$ cat config.mk
export PLATFORM = sky130hd
export DESIGN_NAME = text_line_and_binary_packet_deframer_flat
export DESIGN_NICKNAME = d
export VERILOG_FILES = /design/src/tlbpd_pkg.sv /design/src/tlbpd_in_if.sv /design/src/tlbpd_out_if.sv /design/src/tlbpd_core.sv /design/src/tlbpd_out_fifo.sv /design/src/text_line_and_binary_packet_deframer.sv /design/src/flat_wrapper.sv
export SDC_FILE = /design/constraint.sdc
export NUM_CORES = 1
export LEC_CHECK = 0
export BUFFER_PORTS_ARGS = -buffer_cell sky130_fd_sc_hd__buf_4
export CORE_ASPECT_RATIO = 2
export CORE_UTILIZATION = 38
export CTS_CLUSTER_SIZE = 40
export DETAILED_ROUTE_END_ITERATION = 16
export PLACE_DENSITY = 0.67
export SYNTH_ARGS = -nofsm -noshare
export SYNTH_HDL_FRONTEND = slang
export SYNTH_HIERARCHICAL = 1
export SYNTH_SLANG_ARGS = --single-unit
export TNS_END_PERCENT = 20
$ cat constraint.sdc
create_clock -name clk_i -period 8.3 [get_ports clk_i]
set_clock_uncertainty 0.2 [all_clocks]
set_input_delay 0.83 -clock clk_i [delete_from_list [all_inputs] [get_ports clk_i]]
set_output_delay 0.83 -clock clk_i [all_outputs]
set_load 0.01 [all_outputs]
$ cat src/tlbpd_pkg.sv
// Shared types and constants for the text line and binary packet deframer
// No dependencies; used by tlbpd_out_if and by all deframer modules
`default_nettype none

package tlbpd_pkg;

  // width of the timeout register
  localparam int unsigned TimeoutBits = 24;

  // line terminators and prefix bytes
  localparam logic [7:0] CharCr    = 8'h0D;
  localparam logic [7:0] CharLf    = 8'h0A;
  localparam logic [7:0] PrefixB0  = 8'h00;
  localparam logic [7:0] PrefixB1  = 8'h01;

  // input item actions
  localparam logic ActByte = 1'b0;
  localparam logic ActTick = 1'b1;

  // result kinds
  typedef enum logic [2:0] {
    KIND_TEXT     = 3'd0,
    KIND_LINE_END = 3'd1,
    KIND_DISCARD  = 3'd2,
    KIND_PACKET   = 3'd3,
    KIND_EMPTY    = 3'd4
  } kind_e;

  // one result item
  typedef struct packed {
    kind_e      kind;
    logic [7:0] data_out;
    logic       last;
  } result_t;

  // results produced by one accepted item, up to two
  typedef struct packed {
    logic [1:0] cnt;
    result_t    r0;
    result_t    r1;
  } push_t;

endpackage

`default_nettype wire

$ cat src/tlbpd_in_if.sv
// Input channel of the deframer: one byte or one tick per transfer
// Depends on tlbpd_pkg for the action codes only by convention
`default_nettype none

interface tlbpd_in_if;
  logic       valid;
  logic       ready;
  logic       action;
  logic [7:0] data_byte;

  modport source (output valid, output action, output data_byte, input ready);
  modport sink   (input valid, input action, input data_byte, output ready);
endinterface

`default_nettype wire

$ cat src/tlbpd_out_if.sv
// Output channel of the deframer: one result item per transfer
// Depends on tlbpd_pkg for the kind type
`default_nettype none

interface tlbpd_out_if;
  logic                valid;
  logic                ready;
  tlbpd_pkg::kind_e    kind;
  logic [7:0]          data_out;
  logic                last;

  modport source (output valid, output kind, output data_out, output last, input ready);
  modport sink   (input valid, input kind, input data_out, input last, output ready);
endinterface

`default_nettype wire

$ cat src/tlbpd_core.sv
// Framing state and per-item decode of the deframer, timeout register included
// Depends on tlbpd_pkg for kinds, character constants and the push struct
`default_nettype none

module tlbpd_core #(
  parameter int unsigned TickBits = 24
) (
  input  wire logic                              clk_i,
  input  wire logic                              rst_ni,
  input  wire logic                              accept_i,
  input  wire logic                              action_i,
  input  wire logic [7:0]                        data_byte_i,
  input  wire logic                              cfg_we_i,
  input  wire logic [tlbpd_pkg::TimeoutBits-1:0] cfg_wdata_i,
  output tlbpd_pkg::push_t                       push_o
);

  localparam int unsigned CmpBits =
    (TickBits > tlbpd_pkg::TimeoutBits) ? TickBits : tlbpd_pkg::TimeoutBits;

  typedef enum logic [1:0] {
    PS_NONE  = 2'd0,
    PS_ZERO  = 2'd1,
    PS_ONE   = 2'd2,
    PS_LENLO = 2'd3
  } prefix_e;

  logic [tlbpd_pkg::TimeoutBits-1:0] timeout_q;
  logic [TickBits-1:0]               idle_q, idle_d;
  prefix_e                           stage_q, stage_d;
  logic                              in_packet_q, in_packet_d;
  logic                              line_open_q, line_open_d;
  logic [7:0]                        length_low_q, length_low_d;
  logic [15:0]                       bytes_left_q, bytes_left_d;

  logic                              timed_out;
  logic                              completed;
  logic [1:0]                        scnt;
  tlbpd_pkg::result_t                s0, s1;
  tlbpd_pkg::result_t                disc;

  assign timed_out = (timeout_q != '0) && (CmpBits'(idle_q) > CmpBits'(timeout_q));
  assign disc      = '{kind: tlbpd_pkg::KIND_DISCARD, data_out: 8'h00, last: 1'b0};

  // decode of one accepted item
  always_comb begin
    idle_d       = idle_q;
    stage_d      = stage_q;
    in_packet_d  = in_packet_q;
    line_open_d  = line_open_q;
    length_low_d = length_low_q;
    bytes_left_d = bytes_left_q;
    completed    = 1'b0;
    scnt         = 2'd0;
    s0           = disc;
    s1           = disc;
    push_o       = '{cnt: 2'd0, r0: disc, r1: disc};

    if (accept_i) begin
      if (action_i == tlbpd_pkg::ActTick) begin
        // saturating idle counter
        if (idle_q != '1) begin
          idle_d = idle_q + 1'b1;
        end
      end else begin
        idle_d = '0;
        // timeout voids framing state first
        if (timed_out) begin
          line_open_d  = 1'b0;
          in_packet_d  = 1'b0;
          bytes_left_d = '0;
          stage_d      = PS_NONE;
        end

        if (in_packet_d) begin
          // payload byte
          s0           = '{kind: tlbpd_pkg::KIND_PACKET, data_out: data_byte_i,
                           last: (bytes_left_d == 16'd1)};
          scnt         = 2'd1;
          bytes_left_d = bytes_left_d - 16'd1;
          if (bytes_left_d == '0) begin
            in_packet_d = 1'b0;
            line_open_d = 1'b0;
            stage_d     = PS_NONE;
          end
        end else begin
          if (!line_open_d) begin
            stage_d = PS_NONE;
          end
          // prefix matcher
          unique case (stage_d)
            PS_NONE: begin
              if (data_byte_i == tlbpd_pkg::PrefixB0) begin
                stage_d = PS_ZERO;
              end
            end
            PS_ZERO: begin
              stage_d = (data_byte_i == tlbpd_pkg::PrefixB1) ? PS_ONE : PS_NONE;
            end
            PS_ONE: begin
              length_low_d = data_byte_i;
              stage_d      = PS_LENLO;
            end
            PS_LENLO: begin
              bytes_left_d = {data_byte_i, length_low_q};
              stage_d      = PS_NONE;
              completed    = 1'b1;
            end
            default: begin
              stage_d = PS_NONE;
            end
          endcase

          priority if (completed) begin
            // prefix done: void the line, open the packet, or report an empty one if the length is zero
            s0          = disc;
            line_open_d = 1'b0;
            if (bytes_left_d == '0) begin
              s1          = '{kind: tlbpd_pkg::KIND_EMPTY, data_out: 8'h00, last: 1'b0};
              scnt        = 2'd2;
              in_packet_d = 1'b0;
            end else begin
              scnt        = 2'd1;
              in_packet_d = 1'b1;
            end
          end else if ((stage_d == PS_NONE) &&
                       ((data_byte_i == tlbpd_pkg::CharCr) ||
                        (data_byte_i == tlbpd_pkg::CharLf))) begin
            // line end, empty lines skipped
            if (line_open_d) begin
              s0          = '{kind: tlbpd_pkg::KIND_LINE_END, data_out: 8'h00, last: 1'b0};
              scnt        = 2'd1;
              line_open_d = 1'b0;
            end
          end else begin
            s0          = '{kind: tlbpd_pkg::KIND_TEXT, data_out: data_byte_i, last: 1'b0};
            scnt        = 2'd1;
            line_open_d = 1'b1;
          end
        end

        // merge the timeout discard in front
        if (timed_out && (line_open_q || in_packet_q)) begin
          push_o = '{cnt: scnt + 2'd1, r0: disc, r1: s0};
        end else begin
          push_o = '{cnt: scnt, r0: s0, r1: s1};
        end
      end
    end
  end

  // framing state and timeout register
  always_ff @(posedge clk_i or negedge rst_ni) begin
    if (!rst_ni) begin
      timeout_q    <= '0;
      idle_q       <= '0;
      stage_q      <= PS_NONE;
      in_packet_q  <= 1'b0;
      line_open_q  <= 1'b0;
      length_low_q <= '0;
      bytes_left_q <= '0;
    end else begin
      if (cfg_we_i) begin
        timeout_q <= cfg_wdata_i;
      end
      idle_q       <= idle_d;
      stage_q      <= stage_d;
      in_packet_q  <= in_packet_d;
      line_open_q  <= line_open_d;
      length_low_q <= length_low_d;
      bytes_left_q <= bytes_left_d;
    end
  end

endmodule

`default_nettype wire

$ cat src/tlbpd_out_fifo.sv
// Two-entry result register: takes up to two results per cycle, gives one
// Depends on tlbpd_pkg for the result and push structs
`default_nettype none

module tlbpd_out_fifo (
  input  wire logic         clk_i,
  input  wire logic         rst_ni,
  input  wire tlbpd_pkg::push_t push_i,
  input  wire logic         pop_i,
  output tlbpd_pkg::result_t head_o,
  output logic              valid_o,
  output logic              room_o
);

  logic [1:0]         cnt_q, cnt_d, cnt_mid;
  tlbpd_pkg::result_t ent_q [2];
  tlbpd_pkg::result_t ent_d [2];

  assign head_o  = ent_q[0];
  assign valid_o = (cnt_q != 2'd0);
  // room for two results after this cycle's transfer
  assign room_o  = (cnt_q == 2'd0) || ((cnt_q == 2'd1) && pop_i);

  // shift out on transfer, then append
  always_comb begin
    cnt_mid  = cnt_q - {1'b0, pop_i};
    ent_d[0] = pop_i ? ent_q[1] : ent_q[0];
    ent_d[1] = ent_q[1];
    if (cnt_mid == 2'd0) begin
      ent_d[0] = push_i.r0;
      ent_d[1] = push_i.r1;
    end else if (push_i.cnt != 2'd0) begin
      ent_d[1] = push_i.r0;
    end
    cnt_d = cnt_mid + push_i.cnt;
  end

  // fill count
  always_ff @(posedge clk_i or negedge rst_ni) begin
    if (!rst_ni) begin
      cnt_q <= 2'd0;
    end else begin
      cnt_q <= cnt_d;
    end
  end

  // entries, payload only
  always_ff @(posedge clk_i) begin
    ent_q[0] <= ent_d[0];
    ent_q[1] <= ent_d[1];
  end

endmodule

`default_nettype wire

$ cat src/text_line_and_binary_packet_deframer.sv
// Results are registered: a result is offered in the cycle after the transfer of the item that caused it.
// Throughput: one item per cycle while the output is ready and each item gives at most one result;
//   an item with two results holds the input while the two-entry result register drains.
// Reset: asynchronous, active low; clears framing state, idle counter and the timeout
//   register, which reads zero (timeout disabled) until written.
// Depends on tlbpd_pkg, tlbpd_in_if, tlbpd_out_if, tlbpd_core and tlbpd_out_fifo
`default_nettype none

module text_line_and_binary_packet_deframer #(
  parameter int unsigned TICK_COUNTER_BITS = 24
) (
  input  wire logic                              clk_i,
  input  wire logic                              rst_ni,
  tlbpd_in_if.sink                               in_i,
  tlbpd_out_if.source                            out_o,
  input  wire logic                              cfg_we_i,
  input  wire logic [tlbpd_pkg::TimeoutBits-1:0] cfg_wdata_i
);

  logic               room;
  logic               accept;
  logic               pop;
  logic               head_valid;
  tlbpd_pkg::push_t   push;
  tlbpd_pkg::result_t head;

  // handshakes
  assign in_i.ready = room;
  assign accept     = in_i.valid & room;
  assign pop        = head_valid & out_o.ready;

  // item decode and framing state
  tlbpd_core #(
    .TickBits (TICK_COUNTER_BITS)
  ) u_core (
    .clk_i       (clk_i),
    .rst_ni      (rst_ni),
    .accept_i    (accept),
    .action_i    (in_i.action),
    .data_byte_i (in_i.data_byte),
    .cfg_we_i    (cfg_we_i),
    .cfg_wdata_i (cfg_wdata_i),
    .push_o      (push)
  );

  // result register
  tlbpd_out_fifo u_out_fifo (
    .clk_i   (clk_i),
    .rst_ni  (rst_ni),
    .push_i  (push),
    .pop_i   (pop),
    .head_o  (head),
    .valid_o (head_valid),
    .room_o  (room)
  );

  assign out_o.valid    = head_valid;
  assign out_o.kind     = head.kind;
  assign out_o.data_out = head.data_out;
  assign out_o.last     = head.last;

endmodule

`default_nettype wire
$ cat src/flat_wrapper.sv
// flat-port wrapper written by rule: the top's interface ports become plain ports
module text_line_and_binary_packet_deframer_flat 
#(
  parameter int unsigned TICK_COUNTER_BITS = 24
)
  (clk_i, rst_ni, cfg_we_i, cfg_wdata_i, in_i_valid, in_i_action, in_i_data_byte, in_i_ready, out_o_valid, out_o_kind, out_o_data_out, out_o_last, out_o_ready);
  tlbpd_in_if in_i_i ();
  tlbpd_out_if out_o_i ();
  input  wire logic clk_i;
  input  wire logic rst_ni;
  input  wire logic cfg_we_i;
  input  wire logic [tlbpd_pkg::TimeoutBits-1:0] cfg_wdata_i;
  input wire logic [$bits(in_i_i.valid)-1:0] in_i_valid;
  input wire logic [$bits(in_i_i.action)-1:0] in_i_action;
  input wire logic [$bits(in_i_i.data_byte)-1:0] in_i_data_byte;
  output wire logic [$bits(in_i_i.ready)-1:0] in_i_ready;
  output wire logic [$bits(out_o_i.valid)-1:0] out_o_valid;
  output wire logic [$bits(out_o_i.kind)-1:0] out_o_kind;
  output wire logic [$bits(out_o_i.data_out)-1:0] out_o_data_out;
  output wire logic [$bits(out_o_i.last)-1:0] out_o_last;
  input wire logic [$bits(out_o_i.ready)-1:0] out_o_ready;
  assign in_i_i.valid = in_i_valid;
  assign in_i_i.action = in_i_action;
  assign in_i_i.data_byte = in_i_data_byte;
  assign in_i_ready = in_i_i.ready;
  assign out_o_valid = out_o_i.valid;
  assign out_o_kind = out_o_i.kind;
  assign out_o_data_out = out_o_i.data_out;
  assign out_o_last = out_o_i.last;
  assign out_o_i.ready = out_o_ready;
  text_line_and_binary_packet_deframer #(.TICK_COUNTER_BITS(TICK_COUNTER_BITS)) u_core (.clk_i(clk_i), .rst_ni(rst_ni), .in_i(in_i_i), .out_o(out_o_i), .cfg_we_i(cfg_we_i), .cfg_wdata_i(cfg_wdata_i));
endmodule
* After elaboration in Yosys (flattened, before gate mapping)
Memory sizes are Yosys's and may differ from the RTL's. Index checks and enable logic that the tools add are counted.
Storage, ports and cells: bits of input ports 38, memory bits (writable) 24, bits in registers 78, memories kept 1
Memories:
- u_core.u_out_fifo.ent_q | words 2, width 12, read ports 2, clocked after Yosys merged registers in 0, wr ports 2, RTL line tlbpd_out_fifo.sv:16 | tlbpd_pkg::result_t ent_q [2];
Cells by class: muxes and demuxes 62, bitwise operators 4, order comparisons 1, equal/unequal tests 10, reduce and logical (&&, ||, !) cells 20, add/subtract/negate cells 5
Operator list (number):
- $mux W16 | 8
- $mux W12 | 10
- $mux W26 | 3
- $mux W24 | 2
- $mux W2 | 18
- $logic_not A16 Y1 | 2
- $add A24 B1 Y24 const B | 1
- $gt A24 B24 Y1 | 1
- $ne A24 B24 Y1 const B | 1
- $reduce_bool A24 Y1 | 1
- $mux W1 | 19
- $eq A16 B1 Y1 const B | 1
- $eq A8 B4 Y1 const B | 2
- $sub A16 B1 Y16 const B | 1
- $mux W11 | 1
- $eq A8 B1 Y1 const B | 1
- $logic_not A2 Y1 | 4
- $logic_not A8 Y1 | 1
- $pmux W2 S4 | 1
- $eq A2 B1 Y1 const B | 2
- $eq A2 B2 Y1 const B | 2
- $logic_and A1 B1 Y1 | 4
- $reduce_and A2 Y1 | 2
- $reduce_and A4 Y1 | 1
- 8 further kinds | 13

* Depth between registers and ports, before layout
depth in word-level cells 29, mapped depth 17, gate-level depth less buffers 16

* Hierarchy
Netlist, hierarchy kept.
Modules (own cells, without submodules):
- tlbpd_core | instances 1, cells each 587, area each 5001.0 µm²
- tlbpd_out_fifo | instances 1, cells each 78, area each 1260.0 µm²
- text_line_and_binary_packet_deframer | instances 1, cells each 2, area each 12.5 µm²

* Worst setup path after synthesis
OpenSTA, ideal clock, no wires.
path type register to register, start point register u_core.u_core.idle_q[23], end point register u_core.u_core.line_open_q, cell stages (with the launch flop) 17, arrival 4.098 ns, setup slack 3.865 ns, path through dfrtp_1 > ha_1 > nand4_1 > nor4_1 > o311ai_1 > nand3_2 > nand2_1 > clkbuf_1 > nand2_1 > ha_1 > or4b_4 > o41ai_4 > nand4_1 > or4_1 > or3_4 > a21oi_2 > o32ai_1
On the way: cells in the longest elaborated chain, start to end 19, elaborated cells between the ends (all ways) 37, classes of those cells add/sub (1); order compare (1); eq/ne (3); mux (27); reduce/logical (5)
Ends and longest elaborated chain:
- start: declaration | RTL line tlbpd_core.sv:29 | logic [TickBits-1:0] idle_q, idle_d;
- start signal: assignment | RTL line tlbpd_core.sv:166 | idle_q <= idle_d;
- $gt A24 B24 Y1 * | RTL line tlbpd_core.sv:42 | assign timed_out = (timeout_q != '0) && (CmpBits'(idle_q) > CmpBits'(timeout_q));
- $logic_and A1 B1 Y1 * | RTL line tlbpd_core.sv:42
- $mux W1 | RTL line tlbpd_core.sv:68 | if (timed_out) begin
- $mux W1 | RTL line tlbpd_core.sv:60 | if (action_i == tlbpd_pkg::ActTick) begin
- $mux W1 | RTL line tlbpd_core.sv:59 | if (accept_i) begin
- $mux W2 | RTL line tlbpd_core.sv:87 | if (!line_open_d) begin
- $mux W2 | RTL line tlbpd_core.sv:75 | if (in_packet_d) begin
- $mux W2 | RTL line tlbpd_core.sv:60
- [3 not listed]
- $mux W2 | RTL line tlbpd_core.sv:75
- $mux W2 | RTL line tlbpd_core.sv:60
- $mux W2 | RTL line tlbpd_core.sv:59
- $logic_not A2 Y1 | RTL line tlbpd_core.sv:126 | end else if ((stage_d == PS_NONE) &&
- $logic_and A1 B1 Y1 | RTL line tlbpd_core.sv:126
- $mux W1 | RTL line tlbpd_core.sv:126
- $mux W1 | RTL line tlbpd_core.sv:114 | priority if (completed) begin
- $mux W1 * | RTL line tlbpd_core.sv:75
- end signal: assignment | RTL line tlbpd_core.sv:169 | line_open_q <= line_open_d;
- end: declaration | RTL line tlbpd_core.sv:32 | logic line_open_q, line_open_d;
Mark *: on every way between the ends. The rest lies on a longest branch, timed or not. The select of a mux whose other input is x is not followed. A chain may end at the register's enable or synchronous reset.

* Final worst setup path
start point register u_core.u_core.idle_q[23], end point register u_core.u_core.stage_q[0]
On the way: cells in the longest elaborated chain, start to end 15, elaborated cells between the ends (all ways) 29, classes of those cells add/sub (1); order compare (1); eq/ne (3); mux (21); reduce/logical (3)
Ends and longest elaborated chain:
- $gt A24 B24 Y1 * | RTL line tlbpd_core.sv:42
- $logic_and A1 B1 Y1 * | RTL line tlbpd_core.sv:42
- $mux W1 | RTL line tlbpd_core.sv:68
- $mux W1 | RTL line tlbpd_core.sv:60
- $mux W1 | RTL line tlbpd_core.sv:59
- $mux W2 | RTL line tlbpd_core.sv:87
- $mux W2 | RTL line tlbpd_core.sv:75
- $mux W2 | RTL line tlbpd_core.sv:60
- $mux W2 | RTL line tlbpd_core.sv:59
- $eq A2 B2 Y1 (tied with other cells) | RTL line tlbpd_core.sv:91 | unique case (stage_d)
- $pmux W2 S4 | RTL line tlbpd_core.sv:91
- $mux W2 | RTL line tlbpd_core.sv:75
- $mux W2 | RTL line tlbpd_core.sv:60
- $mux W2 | RTL line tlbpd_core.sv:59
- $mux W2 * | RTL line tlbpd_core.sv:75
- end signal: assignment | RTL line tlbpd_core.sv:167 | stage_q <= stage_d;
- end: declaration | RTL line tlbpd_core.sv:30 | prefix_e stage_q, stage_d;
Marked as above.

==> Flow_metrics.wiki <==
{| class="wikitable"
! Metric !! Value
|-
| Result of the run || complete, no violations
|-
| Core box area || 16200 sq um
|-
| Row Count || 66
|-
| Top fanout value on the critical path || 18
|-
| Cell Count Post-Placement || 883
|-
| Final worst path period need || approximately 5.2 ns
|-
| CTS tree || done
|-
| Synth Register Bits || 102
|-
| Number of nets at the end of the flow || 758
|-
| Reg-to-reg startpoint || u_core/u_core/idle_q[23]
|-
| Number of antenna violations at the first check in global routing || 0
|-
| Global-route usage over all layers || 20.0%
|-
| P per Cell Area || approximately 240 nW/um^2
|-
| Number of buffers inserted to repair setup after CTS || 0
|-
| Remaining antenna violation count after routing || 0
|-
| Max-cap check violation count || 0
|-
| Total placed instance area || approximately 6700 sq um
|-
| Root Buffer || sky130_fd_sc_hd__clkbuf_16
|-
| Number of levels the H-tree was split into || 3
|-
| Number of I/O pins || 52
|-
| Signed area change from the synthesized netlist to the final layout || 11.3%
|-
| Unrepaired setup endpoints after global routing || false
|-
| Source of the critical timing path || u_core/u_core/idle_q[23]
|-
| Source-to-sink clock delay at the later pin of the worst-skew pair || 0.36 ns
|-
| Synth unique cells || 68
|-
| Final weighted congestion in routability-driven placement || ~0.85
|-
| Critical Path Source Type || register
|-
| Worst Path Arrival || 5.20 ns
|-
| Post-detailed-route DRC marker count || 0
|-
| Effective utilization at floorplan || 38.8%
|-
| Number of non-filler instances in the completed layout || around 900
|-
| Post-layout power || 1.67 mW
|-
| Number of fillers in the final layout || 1628
|-
| Hold wc startpoint || u_core/u_core/idle_q[22]
|-
| Share of layout cells above drive strength 1 || around 16%
|-
| Count of antenna diodes in the layout || 0
|-
| Finish-stage setup viols || 0
|-
| Chip Width || 92.9 microns
|-
| # port buffers || 51
|-
| Worst-case headroom to the max-slew limit || 32.6%
|-
| Count of hold buffers inserted by post-cts repair || 0
|-
| Worst IR drop on VDD || 0.105 mV
|-
| Footprint of the multi-input gates || 3190 sq um
|-
| DIE HEIGHT || between 150 and 200 microns
|-
| Final wirelength || roughly 16000 microns
|-
| Largest stage delay, worst path || 0.53 ns
|-
| Family of cells with the greatest summed delay on the critical path || simple AND/OR/NAND/NOR gates
|-
| Clock buffers created by TritonCTS || 9
|-
| Leading cell types by total area after synthesis || sky130_fd_sc_hd__dfrtp_1 31%, sky130_fd_sc_hd__edfxtp_1 11%, sky130_fd_sc_hd__ha_1 6.0%, sky130_fd_sc_hd__nand2_1 4.7%, sky130_fd_sc_hd__mux2_2 4.5%
|-
| Number of hold violations in the final report || 0
|-
| Sequential share of the synthesized area || between 40 and 50%
|-
| Wire length per cell after detailed routing || 18.1 microns
|-
| Worst Path Buf+Inv || 0
|-
| Number of instances resized during post-cts repair || 0
|-
| Highest clock frequency the design can meet || 194 MHz
|-
| Count of pins over their slew limit || 0
|-
| Count of warnings emitted by yosys || 6
|-
| Average size of a mapped cell || 9.41 sq um
|-
| Initial drt markers || about 260
|-
| Setup Total Neg Slack || 0 ns
|-
| Final HPWL DP || between 10000 and 15000 microns
|-
| Endpoint required time on the critical path || 8.34 ns
|-
| Die area || 17100 sq um
|-
| Cell with the biggest individual delay on the critical path || sky130_fd_sc_hd__or4b_4
|-
| Static leakage || 3.07 nW
|-
| Ratio of final minimum period to clock period || 62.1%
|-
| Class of the most critical setup path || register to register
|-
| Largest net degree at the start of global routing || 79
|-
| Number of vias per cell after detailed routing || 5.73
|-
| Share of synthesized flip-flops with an asynchronous set or reset || around 76%
|-
| Transition at the pin with the smallest max-transition slack || 1.01 ns
|-
| Via count || about 5000
|-
| Global-route wire length before repair || 25900 microns
|-
| CTS Buffer Depth || 2
|-
| Critical Path Sink Type || register
|-
| Fraction of post-synthesis cell area in the top cell type by area || 31.1%
|-
| Router iterations before antenna repair || 5
|-
| Class of the tightest hold or removal check || register to register
|-
| Crit-path cells || ha_1, nand4_1, nor4_1, o311ai_1, nand3_2, nand2_1, nand2_1, ha_1, or4b_4, o41ai_4, nand4_1, or4_1, or3_4, nor3_2, nor3_1
|-
| Number of global-route vias before repair || 5169
|-
| Syn Inst Count || around 670
|-
| Top cells by count, synth || 78 x sky130_fd_sc_hd__dfrtp_1, 78 x sky130_fd_sc_hd__nand2_1, 49 x sky130_fd_sc_hd__nor2_1
|-
| Remaining Overflow, GRT || 0
|-
| EDFF count, synth || 24
|-
| Total non-filler cell area in the finished layout || 6990 sq um
|-
| Combined flip-flop and latch cell area || ~2700 sq um
|-
| Post-synthesis instance area || roughly 6300 sq um
|-
| Number of clock sinks seen by CTS || 102
|-
| Biggest area consumer among synthesized cells || sky130_fd_sc_hd__dfrtp_1
|-
| Post-synth top flop || sky130_fd_sc_hd__dfrtp_1
|-
| Clock transition at path regs || 0.07 ns
|}
[cell families after synthesis]
| family | share of synthesized area [%] |
|---|---|
| buffers and inverters | 6.70 |
| AND/OR/NAND/NOR | 20.0 |
| XOR/XNOR | 3.63 |
| AO/OA/AOI/OAI | 14.3 |
| adder cells (fa/ha/maj) | 5.98 |
| flip-flops | 42.6 |
| multiplexers | 6.66 |
| other | 0.0598 |
[stage by stage]
step | setup slack, ns | util, % | hold WS (ns)
after floorplan | 3.87 | - | 0.272
after global placement | 3.38 | 41.3 | 0.314
after detailed placement | 3.19 | 41.3 | 0.322
after CTS | 3.20 | 43.2 | 0.330
after global routing | 2.83 | 43.2 | 0.359
final | 3.14 | 43.2 | 0.340
[report_power, final]
group / internal, mW / switching (mW)
clock network: 0.235 / 0.187
logic: 0.231 / 0.290
registers: 0.651 / 0.0755
total: 1.12 / 0.552
[flip-flops by register name (all words and copies together) (netlist names)]
name	flops
u_core/u_core/bytes_left_q	16
u_core/u_core/idle_q	24
u_core/u_core/in_packet_q	1
u_core/u_core/length_low_q	8
u_core/u_core/line_open_q	1
u_core/u_core/stage_q	2
u_core/u_core/timeout_q	24
u_core/u_out_fifo/cnt_q	2
u_core/u_out_fifo/ent_q	24
[worst paths after layout]
check	slack, ns	endpoint	cells after the start
worst max-delay path	3.14	u_core/u_core/stage_q[0]	15
worst min-delay path	0.34	u_core/u_core/idle_q[22]	1
worst max register to register	3.14	u_core/u_core/stage_q[0]	15
worst min register to register	0.34	u_core/u_core/idle_q[22]	1
max in group asynchronous	6.80	u_core/u_core/bytes_left_q[14]	1
min in group asynchronous	0.44	u_core/u_core/timeout_q[19]	1
[layout by cell type, fill, tap and decap left out, drive strengths merged, types with 2 or more instances in the layout]
master / Yosys / final
or3: 5 / 5
inv: 40 / 41
a21o: 2 / 2
and2: 15 / 15
nand3: 20 / 20
mux2i: 2 / 2
o22ai: 4 / 4
a22o: 5 / 5
a221o: 3 / 3
a221oi: 5 / 5
o211ai: 7 / 7
or4: 2 / 2
dfrtp: 78 / 78
ha: 30 / 30
and3: 9 / 9
mux2: 35 / 35
clkbuf: 23 / 13
nand2b: 2 / 2
buf: 23 / 56
a31oi: 8 / 8
nor2: 49 / 49
xor2: 19 / 19
nor2b: 3 / 3
o21a: 2 / 2
edfxtp: 24 / 24
a22oi: 4 / 4
nor4: 12 / 12
a32o: 2 / 2
nand4: 20 / 20
nand2: 78 / 78
a211oi: 4 / 4
nor3: 18 / 18
and4: 7 / 7
a21oi: 35 / 35
conb: 1 / 3
nor4b: 2 / 2
or2: 2 / 2
o41ai: 2 / 2
xnor2: 7 / 7
o21ai: 43 / 43
[routing by layer]
metal | share of wire [%] | up-vias | GRT usage (%)
met5 | 0 | - | 0
met2 | 55 | 176 | 37.1
met4 | 6.2 | 0 | 14.2
li1 | - | 2434 | -
met1 | 35 | 2483 | 19.6
met3 | 3.8 | 56 | 3.02
[cell type report]
class                           count  share of cell area [%]
Clock buffer                       13                    4.01
Inverter                           40                    2.15
Multi-Input combinational cell    481                    45.7
Clock inverter                      2                   0.197
Sequential cell                   102                    38.3
Timing Repair Buffer               56                    6.02
Tap cell                          204                    3.65
(Power assumes the default switching activity.)
